### src/rtl/core/ansi_escape_sequence_parser_defines.svh
// Assertion macros shared by the escape sequence parser RTL.
// Depends on nothing; the including module supplies clock and reset.
`ifndef ANSI_ESCAPE_SEQUENCE_PARSER_DEFINES_SVH
`define ANSI_ESCAPE_SEQUENCE_PARSER_DEFINES_SVH

// Same-cycle implication, disabled during reset.
`define AESP_ASSERT_IMP(lbl, clk, rst, ante, cons, msg) \
   lbl: assert property (@(posedge clk) disable iff (rst) (ante) |-> (cons)) \
      else $error(msg);

// Next-cycle implication, disabled during reset.
`define AESP_ASSERT_NXT(lbl, clk, rst, ante, cons, msg) \
   lbl: assert property (@(posedge clk) disable iff (rst) (ante) |=> (cons)) \
      else $error(msg);

`endif

### src/rtl/core/aesp_pkg.sv
// Shared constants and types of the ANSI escape sequence parser.
// Depends on nothing; imported by aesp_step and the top level.
`default_nettype none

package aesp_pkg;

   localparam int MAX_SEQ_LEN    = 64;
   localparam int PARSE_BUF_SIZE = 8;

   localparam logic [6:0] SEQ_MAX = 7'(MAX_SEQ_LEN);
   localparam logic [6:0] BUF_LIM = 7'(PARSE_BUF_SIZE - 1);

   // parser modes
   localparam logic [3:0] MODE_IDLE    = 4'd0;
   localparam logic [3:0] MODE_ESC     = 4'd1;
   localparam logic [3:0] MODE_CSI     = 4'd2;
   localparam logic [3:0] MODE_OSC     = 4'd3;
   localparam logic [3:0] MODE_DCS     = 4'd4;
   localparam logic [3:0] MODE_PM      = 4'd5;
   localparam logic [3:0] MODE_APC     = 4'd6;
   localparam logic [3:0] MODE_SS3     = 4'd7;
   localparam logic [3:0] MODE_WAIT_ST = 4'd8;

   // result codes
   localparam logic [3:0] RC_NONE   = 4'd0;
   localparam logic [3:0] RC_PASS   = 4'd1;
   localparam logic [3:0] RC_UP     = 4'd2;
   localparam logic [3:0] RC_DOWN   = 4'd3;
   localparam logic [3:0] RC_RIGHT  = 4'd4;
   localparam logic [3:0] RC_LEFT   = 4'd5;
   localparam logic [3:0] RC_HOME   = 4'd6;
   localparam logic [3:0] RC_END    = 4'd7;
   localparam logic [3:0] RC_DELETE = 4'd8;
   localparam logic [3:0] RC_RESET  = 4'd9;

   // byte codes
   localparam logic [7:0] BYTE_BEL   = 8'h07;
   localparam logic [7:0] BYTE_ESC   = 8'h1B;
   localparam logic [7:0] BYTE_BSL   = 8'h5C;
   localparam logic [7:0] BYTE_TILDE = 8'h7E;
   localparam logic [7:0] BYTE_LBRK  = 8'h5B;
   localparam logic [7:0] BYTE_RBRK  = 8'h5D;
   localparam logic [7:0] BYTE_P     = 8'h50;
   localparam logic [7:0] BYTE_CARET = 8'h5E;
   localparam logic [7:0] BYTE_USCR  = 8'h5F;
   localparam logic [7:0] BYTE_O     = 8'h4F;
   localparam logic [7:0] BYTE_A     = 8'h41;
   localparam logic [7:0] BYTE_B     = 8'h42;
   localparam logic [7:0] BYTE_C     = 8'h43;
   localparam logic [7:0] BYTE_D     = 8'h44;
   localparam logic [7:0] BYTE_F     = 8'h46;
   localparam logic [7:0] BYTE_H     = 8'h48;
   localparam logic [7:0] BYTE_1     = 8'h31;
   localparam logic [7:0] BYTE_3     = 8'h33;
   localparam logic [7:0] BYTE_4     = 8'h34;

   typedef struct packed {
      logic [3:0] parser_mode;
      logic [6:0] seq_count;
      logic [7:0] first_stored;
      logic [7:0] second_stored;
   } aesp_state_type;

   typedef struct packed {
      logic [3:0] result_code;
      logic [7:0] char_out;
   } aesp_result_type;

endpackage

`default_nettype wire

### src/rtl/core/aesp_step.sv
// Next-state and result logic of the escape sequence parser, one byte per pass.
// Depends on aesp_pkg.
`default_nettype none

module aesp_step (
   input  wire aesp_pkg::aesp_state_type  state_cur,
   input  wire logic [7:0]                byte_cur,
   output aesp_pkg::aesp_state_type       state_nxt,
   output aesp_pkg::aesp_result_type      result
);
   import aesp_pkg::*;

   logic [6:0] cnt_inc;
   logic       is_final;
   logic       is_middle;
   logic       is_param;
   logic [7:0] first_nx;
   logic [7:0] second_nx;
   logic [3:0] decode_code;

   assign cnt_inc   = state_cur.seq_count + 7'd1;
   assign is_final  = byte_cur inside {[8'h40:8'h7E]};
   assign is_middle = byte_cur inside {[8'h20:8'h2F]};
   assign is_param  = byte_cur inside {[8'h30:8'h39], 8'h3B, 8'h3C, 8'h3E, 8'h3F};

   // CSI byte store: the first two bytes of the body land in the two slots
   always_comb begin
      first_nx  = state_cur.first_stored;
      second_nx = state_cur.second_stored;
      if (state_cur.seq_count < BUF_LIM) begin
         if (state_cur.seq_count == 7'd0) begin
            first_nx = byte_cur;
         end else if (state_cur.seq_count == 7'd1) begin
            second_nx = byte_cur;
         end
      end
   end

   // key decode on the post-store count and slots
   always_comb begin
      decode_code = RC_NONE;
      if (cnt_inc == 7'd2 && second_nx == BYTE_TILDE) begin
         case (first_nx)
            BYTE_1:  decode_code = RC_HOME;
            BYTE_3:  decode_code = RC_DELETE;
            BYTE_4:  decode_code = RC_END;
            default: decode_code = RC_NONE;
         endcase
      end else if (cnt_inc == 7'd1) begin
         case (first_nx)
            BYTE_A:  decode_code = RC_UP;
            BYTE_B:  decode_code = RC_DOWN;
            BYTE_C:  decode_code = RC_RIGHT;
            BYTE_D:  decode_code = RC_LEFT;
            BYTE_F:  decode_code = RC_END;
            BYTE_H:  decode_code = RC_HOME;
            default: decode_code = RC_NONE;
         endcase
      end
   end

   always_comb begin
      state_nxt          = state_cur;
      result.result_code = RC_NONE;
      result.char_out    = 8'd0;
      case (state_cur.parser_mode)
         MODE_ESC: begin
            case (byte_cur)
               BYTE_LBRK:  state_nxt.parser_mode = MODE_CSI;
               BYTE_RBRK:  state_nxt.parser_mode = MODE_OSC;
               BYTE_P:     state_nxt.parser_mode = MODE_DCS;
               BYTE_CARET: state_nxt.parser_mode = MODE_PM;
               BYTE_USCR:  state_nxt.parser_mode = MODE_APC;
               BYTE_O:     state_nxt.parser_mode = MODE_SS3;
               default:    state_nxt.parser_mode = MODE_IDLE;
            endcase
         end
         MODE_OSC, MODE_DCS, MODE_PM, MODE_APC: begin
            if (byte_cur == BYTE_BEL) begin
               state_nxt.parser_mode = MODE_IDLE;
            end else if (byte_cur == BYTE_ESC) begin
               state_nxt.parser_mode = MODE_WAIT_ST;
            end else begin
               state_nxt.seq_count = cnt_inc;
               if (cnt_inc >= SEQ_MAX) begin
                  state_nxt.parser_mode = MODE_IDLE;
                  result.result_code    = RC_RESET;
               end
            end
         end
         MODE_SS3: begin
            state_nxt.parser_mode = MODE_IDLE;
            result.result_code    = is_final ? RC_NONE : RC_RESET;
         end
         MODE_WAIT_ST: begin
            state_nxt.parser_mode = MODE_IDLE;
            result.result_code    = (byte_cur == BYTE_BSL) ? RC_NONE : RC_RESET;
         end
         MODE_CSI: begin
            if (is_final) begin
               state_nxt.parser_mode   = MODE_IDLE;
               state_nxt.seq_count     = cnt_inc;
               state_nxt.first_stored  = first_nx;
               state_nxt.second_stored = second_nx;
               result.result_code      = (cnt_inc >= BUF_LIM) ? RC_NONE : decode_code;
            end else if (!is_middle && !is_param) begin
               state_nxt.parser_mode = MODE_IDLE;
               result.result_code    = RC_RESET;
            end else begin
               state_nxt.seq_count     = cnt_inc;
               state_nxt.first_stored  = first_nx;
               state_nxt.second_stored = second_nx;
               if (cnt_inc >= SEQ_MAX) begin
                  state_nxt.parser_mode = MODE_IDLE;
                  result.result_code    = RC_RESET;
               end
            end
         end
         default: begin
            // idle, and the unused codes that act as idle
            if (byte_cur == BYTE_ESC) begin
               state_nxt.parser_mode = MODE_ESC;
               state_nxt.seq_count   = 7'd0;
            end else begin
               state_nxt.parser_mode = MODE_IDLE;
               result.result_code    = RC_PASS;
               result.char_out       = byte_cur;
            end
         end
      endcase
   end

endmodule

`default_nettype wire

### src/rtl/core/ansi_escape_sequence_parser.sv
// Top level of the ANSI escape sequence parser: input register, state, result register.
// Depends on aesp_pkg, aesp_step and ansi_escape_sequence_parser_defines.svh.
//
//   channel | direction | handshake          | payload
//   --------+-----------+--------------------+-------------------------------------
//   req_    | in        | req_valid/req_stall| req_byte_in[7:0]
//   rsp_    | out       | rsp_valid/rsp_stall| rsp_result_code[3:0], rsp_char_out[7:0]
//
// One beat in and one beat out per cycle while rsp_stall is low; a byte passes
// through the input register, then one pass of the step logic into the result register.
// The parser state updates only when a byte moves into the result register.
// Synchronous reset returns the parser to idle with a zero count, clears the
// two stored CSI bytes and empties both registers.
// A stalled result holds; req_stall rises only when the input register is full
// and the result register cannot drain in the same cycle.
`default_nettype none
`include "ansi_escape_sequence_parser_defines.svh"

module ansi_escape_sequence_parser (
   input  wire logic       clock,
   input  wire logic       reset,
   input  wire logic       req_valid,
   output      logic       req_stall,
   input  wire logic [7:0] req_byte_in,
   output      logic       rsp_valid,
   input  wire logic       rsp_stall,
   output      logic [3:0] rsp_result_code,
   output      logic [7:0] rsp_char_out
);
   import aesp_pkg::*;

   // input register
   logic       in_vld_ff;
   logic       in_vld_in;
   logic [7:0] in_byte_ff;

   // parser state
   aesp_state_type state_ff;
   aesp_state_type state_in;

   // result register
   logic            rsp_vld_ff;
   logic            rsp_vld_in;
   aesp_result_type rsp_ff;
   aesp_result_type step_result;

   logic out_free;
   logic advance;
   logic in_load;

   // the result slot can take a new beat when empty or being drained now
   assign out_free  = !rsp_vld_ff || !rsp_stall;
   assign advance   = in_vld_ff && out_free;
   assign req_stall = in_vld_ff && !out_free;
   assign in_load   = req_valid && !req_stall;

   aesp_step u_step (
      .state_cur (state_ff),
      .byte_cur  (in_byte_ff),
      .state_nxt (state_in),
      .result    (step_result)
   );

   always_comb begin
      in_vld_in = in_vld_ff;
      if (in_load) begin
         in_vld_in = 1'b1;
      end else if (advance) begin
         in_vld_in = 1'b0;
      end
   end

   always_comb begin
      rsp_vld_in = rsp_vld_ff;
      if (advance) begin
         rsp_vld_in = 1'b1;
      end else if (out_free) begin
         rsp_vld_in = 1'b0;
      end
   end

   // control state: valid flags and the whole parser state
   always_ff @(posedge clock) begin
      if (reset) begin
         in_vld_ff              <= 1'b0;
         rsp_vld_ff             <= 1'b0;
         state_ff.parser_mode   <= MODE_IDLE;
         state_ff.seq_count     <= 7'd0;
         state_ff.first_stored  <= 8'd0;
         state_ff.second_stored <= 8'd0;
      end else begin
         in_vld_ff  <= in_vld_in;
         rsp_vld_ff <= rsp_vld_in;
         if (advance) begin
            state_ff <= state_in;
         end
      end
   end

   // payload: input byte and result
   always_ff @(posedge clock) begin
      if (in_load) begin
         in_byte_ff <= req_byte_in;
      end
      if (advance) begin
         rsp_ff <= step_result;
      end
   end

   assign rsp_valid       = rsp_vld_ff;
   assign rsp_result_code = rsp_ff.result_code;
   assign rsp_char_out    = rsp_ff.char_out;

   `AESP_ASSERT_IMP(a_char_only_on_pass, clock, reset, rsp_vld_ff && rsp_ff.result_code != RC_PASS, rsp_ff.char_out == 8'd0, "char_out set without passthrough")
   `AESP_ASSERT_IMP(a_code_range, clock, reset, rsp_vld_ff, rsp_ff.result_code <= RC_RESET, "result code out of range")
   `AESP_ASSERT_NXT(a_advance_fills, clock, reset, advance, rsp_vld_ff, "advanced beat missing from result register")
   `AESP_ASSERT_IMP(a_count_bound, clock, reset, 1'b1, state_ff.seq_count <= SEQ_MAX, "sequence count past its limit")
   `AESP_ASSERT_IMP(a_mode_known, clock, reset, 1'b1, state_ff.parser_mode <= MODE_WAIT_ST, "parser mode in unused code")

endmodule

`default_nettype wire

### config.mk
export PLATFORM = sky130hd
export DESIGN_NAME = ansi_escape_sequence_parser
export DESIGN_NICKNAME = d
export VERILOG_FILES = /design/src/rtl/core/aesp_pkg.sv /design/src/rtl/core/aesp_step.sv /design/src/rtl/core/ansi_escape_sequence_parser.sv
export VERILOG_INCLUDE_DIRS = /design/src /design/src/rtl/core
export SDC_FILE = /design/constraint.sdc
export NUM_CORES = 1
export LEC_CHECK = 0
export ABC_AREA = 1
export BUFFER_PORTS_ARGS = -buffer_cell sky130_fd_sc_hd__buf_2
export CAP_MARGIN = 0
export CORE_UTILIZATION = 45
export CTS_CLUSTER_DIAMETER = 40
export DETAILED_ROUTE_END_ITERATION = 12
export GPL_TIMING_DRIVEN = 0
export SLEW_MARGIN = 20
export SYNTH_ARGS = -nofsm -noshare
export SYNTH_HDL_FRONTEND = slang
export SYNTH_SLANG_ARGS = --single-unit
### constraint.sdc
create_clock -name clock -period 3.15 [get_ports clock]
set_clock_uncertainty 0.15 [all_clocks]
set_input_delay 0.315 -clock clock [delete_from_list [all_inputs] [get_ports clock]]
set_output_delay 0.315 -clock clock [all_outputs]
set_load 0.01 [all_outputs]
Word-level counts from Yosys, hierarchy flattened
Index checks and enable logic that the tools add are counted.
{"block": "word_totals", "regBits": 49, "in_bits": 12, "out_inout_bits": 14}
{"block": "op_classes", "add_sub_neg": 1, "order_cmp": 9, "n_eq_ne": 38, "muxes": 36, "bitwise": 1, "reduce_logical": 26}
{"operator": "$eq 8x7->1 const B", "n": 14}
{"operator": "$eq 8x6->1 const B", "n": 7}
{"operator": "$mux 4", "n": 14}
{"operator": "$mux 8", "n": 5}
{"operator": "$pmux 3 s6", "n": 2}
{"operator": "$mux 27", "n": 1}
{"operator": "$mux 23", "n": 1}
{"operator": "$mux 7", "n": 3}
{"operator": "$pmux 7 s3", "n": 1}
{"operator": "$pmux 4 s5", "n": 1}
{"operator": "$eq 4x3->1 const B", "n": 4}
{"operator": "$ge 8x6->1 const B", "n": 2}
{"operator": "$le 8x6->1 const B", "n": 2}
{"operator": "$pmux 4 s4", "n": 1}
{"operator": "$eq 7x1->1 const B", "n": 2}
{"operator": "$pmux 4 s3", "n": 1}
{"operator": "$mux 9", "n": 1}
{"operator": "$reduce_or 9->1", "n": 1}
{"operator": "$eq 4x2->1 const B", "n": 2}
{"operator": "$eq 8x3->1 const B", "n": 1}
{"operator": "$eq 8x5->1 const B", "n": 1}
{"operator": "$ge 8x7->1 const B", "n": 1}
{"operator": "$le 8x7->1 const B", "n": 1}
{"operator": "$logic_and 1x1->1", "n": 8}
{"operator": "23 further kinds", "n": 34}

Longest topological paths before layout
{"block": "logic_depth", "word_depth": 10, "ltp_mapped": 17, "mapped_depth_nobuf": 17}

By module
Synthesis repeated with hierarchy kept, for this count alone.
{"block": "hier_totals", "cells_unflattened": 574, "area_unflattened_um2": 3849.9}
{"mod": "ansi_escape_sequence_parser", "instances": 1, "cells_each": 208, "area_per_inst_um2": 2016.9}
{"mod": "aesp_step", "instances": 1, "cells_each": 366, "area_per_inst_um2": 1833.0}

Worst setup path before layout
OpenSTA, ideal clock, no wires.
{"block": "synth_path", "path_type": "reg-to-reg", "from": "reg rsp_vld_ff (netlist: rsp_valid)", "to": "reg state_ff[17] (netlist bit)", "setup_time_ps": 137, "arrival_time_ps": 2023, "t_required_ps": 2863, "slack_ps": 841, "path_stages_with_launch": 12, "period_less_slack_ps": 2309, "cell_sequence": "dfxtp_1 nand2_1 inv_1 nor2_1 inv_1 nor2_1 nand2_1 nor2_1 o21ai_2 buf_4 a21oi_1 a211oi_2"}
{"block": "synth_between", "elab_chain_len": 4}
{"element": "start: declaration", "line": "ansi_escape_sequence_parser.sv:42", "rtl": "logic rsp_vld_ff;"}
{"element": "start signal: assignment", "line": "ansi_escape_sequence_parser.sv:93", "rtl": "rsp_vld_ff <= rsp_vld_in;"}
{"element": "$logic_not 1->1", "line": "ansi_escape_sequence_parser.sv:52", "rtl": "assign out_free = !rsp_vld_ff || !rsp_stall;"}
{"element": "$logic_or 1x1->1", "line": "ansi_escape_sequence_parser.sv:52"}
{"element": "$logic_and 1x1->1", "line": "ansi_escape_sequence_parser.sv:53", "rtl": "assign advance = in_vld_ff && out_free;"}
{"element": "net advance", "line": "ansi_escape_sequence_parser.sv:48", "rtl": "logic advance;"}
{"element": "$reduce_and 6->1 (no line)"}
{"element": "end signal: assignment", "line": "ansi_escape_sequence_parser.sv:95", "rtl": "state_ff <= state_in;"}
{"element": "end: declaration", "line": "ansi_escape_sequence_parser.sv:38", "rtl": "aesp_state_type state_ff;"}
The timed path passes the listed nets, and every way through them passes these cells.
A chain may end at the register's enable or synchronous reset.

==> impl_summary.txt <==
----------------------------------------------------
[Status]
  Run status ... finished, final reports clean

[Flow run]
  Number of maximum-capacitance violations ... 0

[Clocking]
  Root Driver ... sky130_fd_sc_hd__clkbuf_8
  Setup repair bufs after CTS ... 0
  Resized Gates After CTS ... 0
  Number of clock sinks ... 49
  Number of buffers inserted for hold repair after clock tree synthesis ... 0
  Clock latency on the worst-skew pair ... 0.31 ns
  Max clock buf depth ... 2
  Number of buffers created by CTS ... 5
  TritonCTS clock tree ... built
  H-tree Lvls ... 2
  Clock input transition at the sequential cells of the worst setup and hold paths ... 0.10 ns

[Timing]
  Endpoints failing hold ... 0
  Count of final setup violators ... 0
  Minimum clock period ... 2.55 ns
  Worst slew margin relative to its limit ... 50.2%
  Final total negative setup slack ... 0 ns
  Measured slew at the worst slew-check pin ... 0.746 ns
  Post-route fraction of the period consumed by the critical path ... approximately 81%
  Pins Over Slew Limit ... 0
  Maximum clock rate ... 392 MHz
  RSZ-0062 raised after global routing ... false

[Finish]
  Antenna cell count ... 0
  Utilization after layout ... 51.6%
  Final Net Count ... 455
  Layout cell share with drive strength beyond 1 ... 17.5%
  Layout area overhead ... 10.9%
  Non-Filler Instances ... about 520

[Die]
  I/O pin total ... 26
  Die footprint ... 6900 um2
  Horizontal extent of the die ... 83.1 um
  Chip Height ... roughly 83 um
  Placement Rows ... 29
  Core outline area ... 6350 um2
  Starting density of the core ... between 40% and 50%

[Synth]
  Cell types with the largest area share after synthesis ... sky130_fd_sc_hd__edfxtp_1 (20%), sky130_fd_sc_hd__dfxtp_1 (20%), sky130_fd_sc_hd__nand2_1 (13%)
  Post-synth net total ... 423
  Synthesized instance count ... 406
  Post-synth top area share ... slightly above 20%
  Synthesized cell area ... 2960 um2
  Avg Inst Size Synth ... between 7 and 8 um2
  Yosys warning total ... 0
  Fraction of the yosys area taken by sequential cells ... 39.9%
  Top cell type by total area after synthesis ... sky130_fd_sc_hd__edfxtp_1
  Synthesis-stage register bit count ... between 40 and 50
  Synth cell types ... 37

[Placement]
  Total of buffers placed on input and output ports ... 25
  Hpwl dp ... 5280 um
  Total instance count after detailed placement ... 508
  Weighted congestion at the end of routability-driven global placement ... 0.913

[Critical path]
  Worst Path Required ... 3.06 ns
  Highest cell delay on the worst timing path ... 0.48 ns
  Nature of the critical path endpoint ... flip-flop
  Highest net fanout along the worst path ... 9
  Cell with the largest stage delay on the worst path ... sky130_fd_sc_hd__dfxtp_1
  Cell with the most instances on the worst path ... sky130_fd_sc_hd__nand2_1
  Critical Path, Cell by Cell ... inv_2 > ha_1 > inv_1 > nand2_1 > nor2_4 > nand2_4 > nand2_1 > nand2_1 > inv_1 > nand2_1 > nor2_2 > nand3_1 > nand3_1 > nand2_1 > nand2_1 > nand3_1
  Buffering stage count on the worst path with inverters included ... 3
  Data arrival time of the critical path ... around 2.5 ns
  Cell family with most CP delay ... simple AND/OR/NAND/NOR gates
  Startpoint Class ... flip-flop
  WS Path Type ... reg -> reg

[Global route]
  Global-route wire length before repair ... 11600 um
  Number of global-route vias before repair ... around 2500
  Total grt overflow ... 0
  Maximum number of pins on one net before global-route repair ... 19
  Number of antenna violations at the first check in global routing ... 0
  Aggregate global-route resource usage ... 20.8%

[Routing]
  Via-to-Cell Ratio ... roughly 5.2
  Routed wirelength normalized by instance count ... between 10 and 15 um
  Routed Antenna Nets ... 0
  Final routed wirelength across all metal layers ... around 6800 um
  Number of remaining DRC errors ... 0
  Detailed router's first-iteration violation count ... 107
  First-pass iteration count of the detailed router ... 4
  Via Count ... 2669

[Power and ir drop]
  Max VDD drop ... 0.226 mV
  Static Leak ... 1.38 nW
  Pwr dens ... between 300 and 400 nW/um2
  Total power draw ... 1.19 mW

[Hold path]
  Class of the most critical hold timing path ... in -> reg

----------------------------------------------------
==> Yosys cell counts <==
master	count
sky130_fd_sc_hd__nand2_2	7
sky130_fd_sc_hd__a311oi_1	1
sky130_fd_sc_hd__or2_2	1
sky130_fd_sc_hd__o22ai_1	1
sky130_fd_sc_hd__o211ai_1	1
sky130_fd_sc_hd__nor2_4	4
sky130_fd_sc_hd__o21ai_1	9
sky130_fd_sc_hd__nand4_1	4
sky130_fd_sc_hd__o21ai_2	6
sky130_fd_sc_hd__nand2_1	102
sky130_fd_sc_hd__nor3_1	5
sky130_fd_sc_hd__a221oi_1	1
sky130_fd_sc_hd__buf_8	1
sky130_fd_sc_hd__nand3_1	45
sky130_fd_sc_hd__nor4_1	1
sky130_fd_sc_hd__buf_4	1
sky130_fd_sc_hd__buf_2	2
sky130_fd_sc_hd__o311ai_0	1
sky130_fd_sc_hd__dfxtp_1	29
sky130_fd_sc_hd__edfxtp_1	20
sky130_fd_sc_hd__buf_1	1
sky130_fd_sc_hd__a21oi_1	34
sky130_fd_sc_hd__nor2_2	7
sky130_fd_sc_hd__o21ai_0	11
sky130_fd_sc_hd__nor2_8	1
sky130_fd_sc_hd__nor2_1	42
sky130_fd_sc_hd__clkbuf_1	3
sky130_fd_sc_hd__nand3_2	2
sky130_fd_sc_hd__xnor2_1	1
sky130_fd_sc_hd__a211oi_2	3
sky130_fd_sc_hd__nand3_4	1
sky130_fd_sc_hd__nand3b_1	2
sky130_fd_sc_hd__inv_2	4
sky130_fd_sc_hd__o31ai_4	1
sky130_fd_sc_hd__ha_1	5
sky130_fd_sc_hd__inv_1	44
sky130_fd_sc_hd__nand2_4	2
==> cell usage in the layout, fill, tap and decap left out, types with 2 or more instances in the layout <==
cell type                    n
sky130_fd_sc_hd__nand3_1    45
sky130_fd_sc_hd__clkbuf_8    5
sky130_fd_sc_hd__nand2_2     7
sky130_fd_sc_hd__nand2_4     2
sky130_fd_sc_hd__ha_1        5
sky130_fd_sc_hd__nand3b_1    2
sky130_fd_sc_hd__inv_2       4
sky130_fd_sc_hd__nor3_1      5
sky130_fd_sc_hd__buf_2      27
sky130_fd_sc_hd__clkbuf_1    3
sky130_fd_sc_hd__nand2_1   102
sky130_fd_sc_hd__nand4_1     4
sky130_fd_sc_hd__nand3_2     2
sky130_fd_sc_hd__nor2_4      4
sky130_fd_sc_hd__a211oi_2    3
sky130_fd_sc_hd__dfxtp_1    29
sky130_fd_sc_hd__nor2_2      8
sky130_fd_sc_hd__a21oi_1    34
sky130_fd_sc_hd__nor2_1     41
sky130_fd_sc_hd__edfxtp_1   20
sky130_fd_sc_hd__o21ai_2     6
sky130_fd_sc_hd__inv_1      44
sky130_fd_sc_hd__o21ai_1     9
sky130_fd_sc_hd__o21ai_0    11
==> registers in the layout, summed over array words and instances (netlist names) <==
register         count
rsp_valid            1
in_byte_ff           8
in_vld_ff            1
rsp_char_out         8
rsp_result_code      4
state_ff            27
==> per-layer routing <==
layer  share of wire, %  GRT usage [%]
met5                  0              0
met4               0.62           3.45
met3                4.3           3.38
met2                 47           34.1
met1                 48           29.3
==> worst register-to-register path: cells and delay by family (launching register included) <==
kind	cells	cell delay [ns]
adder cells (fa/ha/maj)	1	0.26
flip-flops	1	0.48
AND/OR/NAND/NOR	12	1.15
buffers and inverters	3	0.25
==> final cells by class <==
| type | instances | area, um2 |
|---|---|---|
| fillers | 650 | 3070 |
| multi-input cells | 301 | 1550 |
| flip-flops and latches | 49 | 1180 |
| inverters | 48 | 180 |
| repair buffers | 25 | 125 |
| well taps | 77 | 96.3 |
| clock buffers | 5 | 68.8 |
| plain buffers | 8 | 47.5 |
| clock inverters | 3 | 28.8 |
==> logic make-up after synthesis <==
group                      share of synthesized area, %
and+or+nand+nor                                    35.7
AOI/OAI and AO/OA                                  14.3
xor gates and xnor gates                          0.296
DFF                                                39.9
adders and majority gates                          2.12
buffers and inverters                              7.70
==> metrics by stage <==
step                      setup slack (ns)  hold slack [ns]  cell area, um2
after global placement               0.138            0.292            3180
final                                0.601           0.0208            3280
after detailed placement             0.509            0.299            3180
after CTS                            0.580           0.0123            3280
after global routing                 0.317          0.00275            3280
after floorplan                      0.841            0.243            2960
==> report_power, final <==
| part | internal [mW] | switching [mW] |
|---|---|---|
| sequential | 0.676 | 0.0123 |
| combinational | 0.0303 | 0.0665 |
| clock | 0.167 | 0.239 |
| total | 0.873 | 0.318 |
==> worst paths after layout <==
kind / start / endpoint / slack, ns / depth (start not counted)
min: req_byte_in[0] / in_byte_ff[0] / 0.02 / 1
max: state_ff[16] / rsp_result_code[0] / 0.60 / 16
max reg2reg: state_ff[16] / rsp_result_code[0] / 0.60 / 16
min reg2reg: state_ff[9] / state_ff[9] / 0.31 / 2
Power figures use the tool's default switching activity.
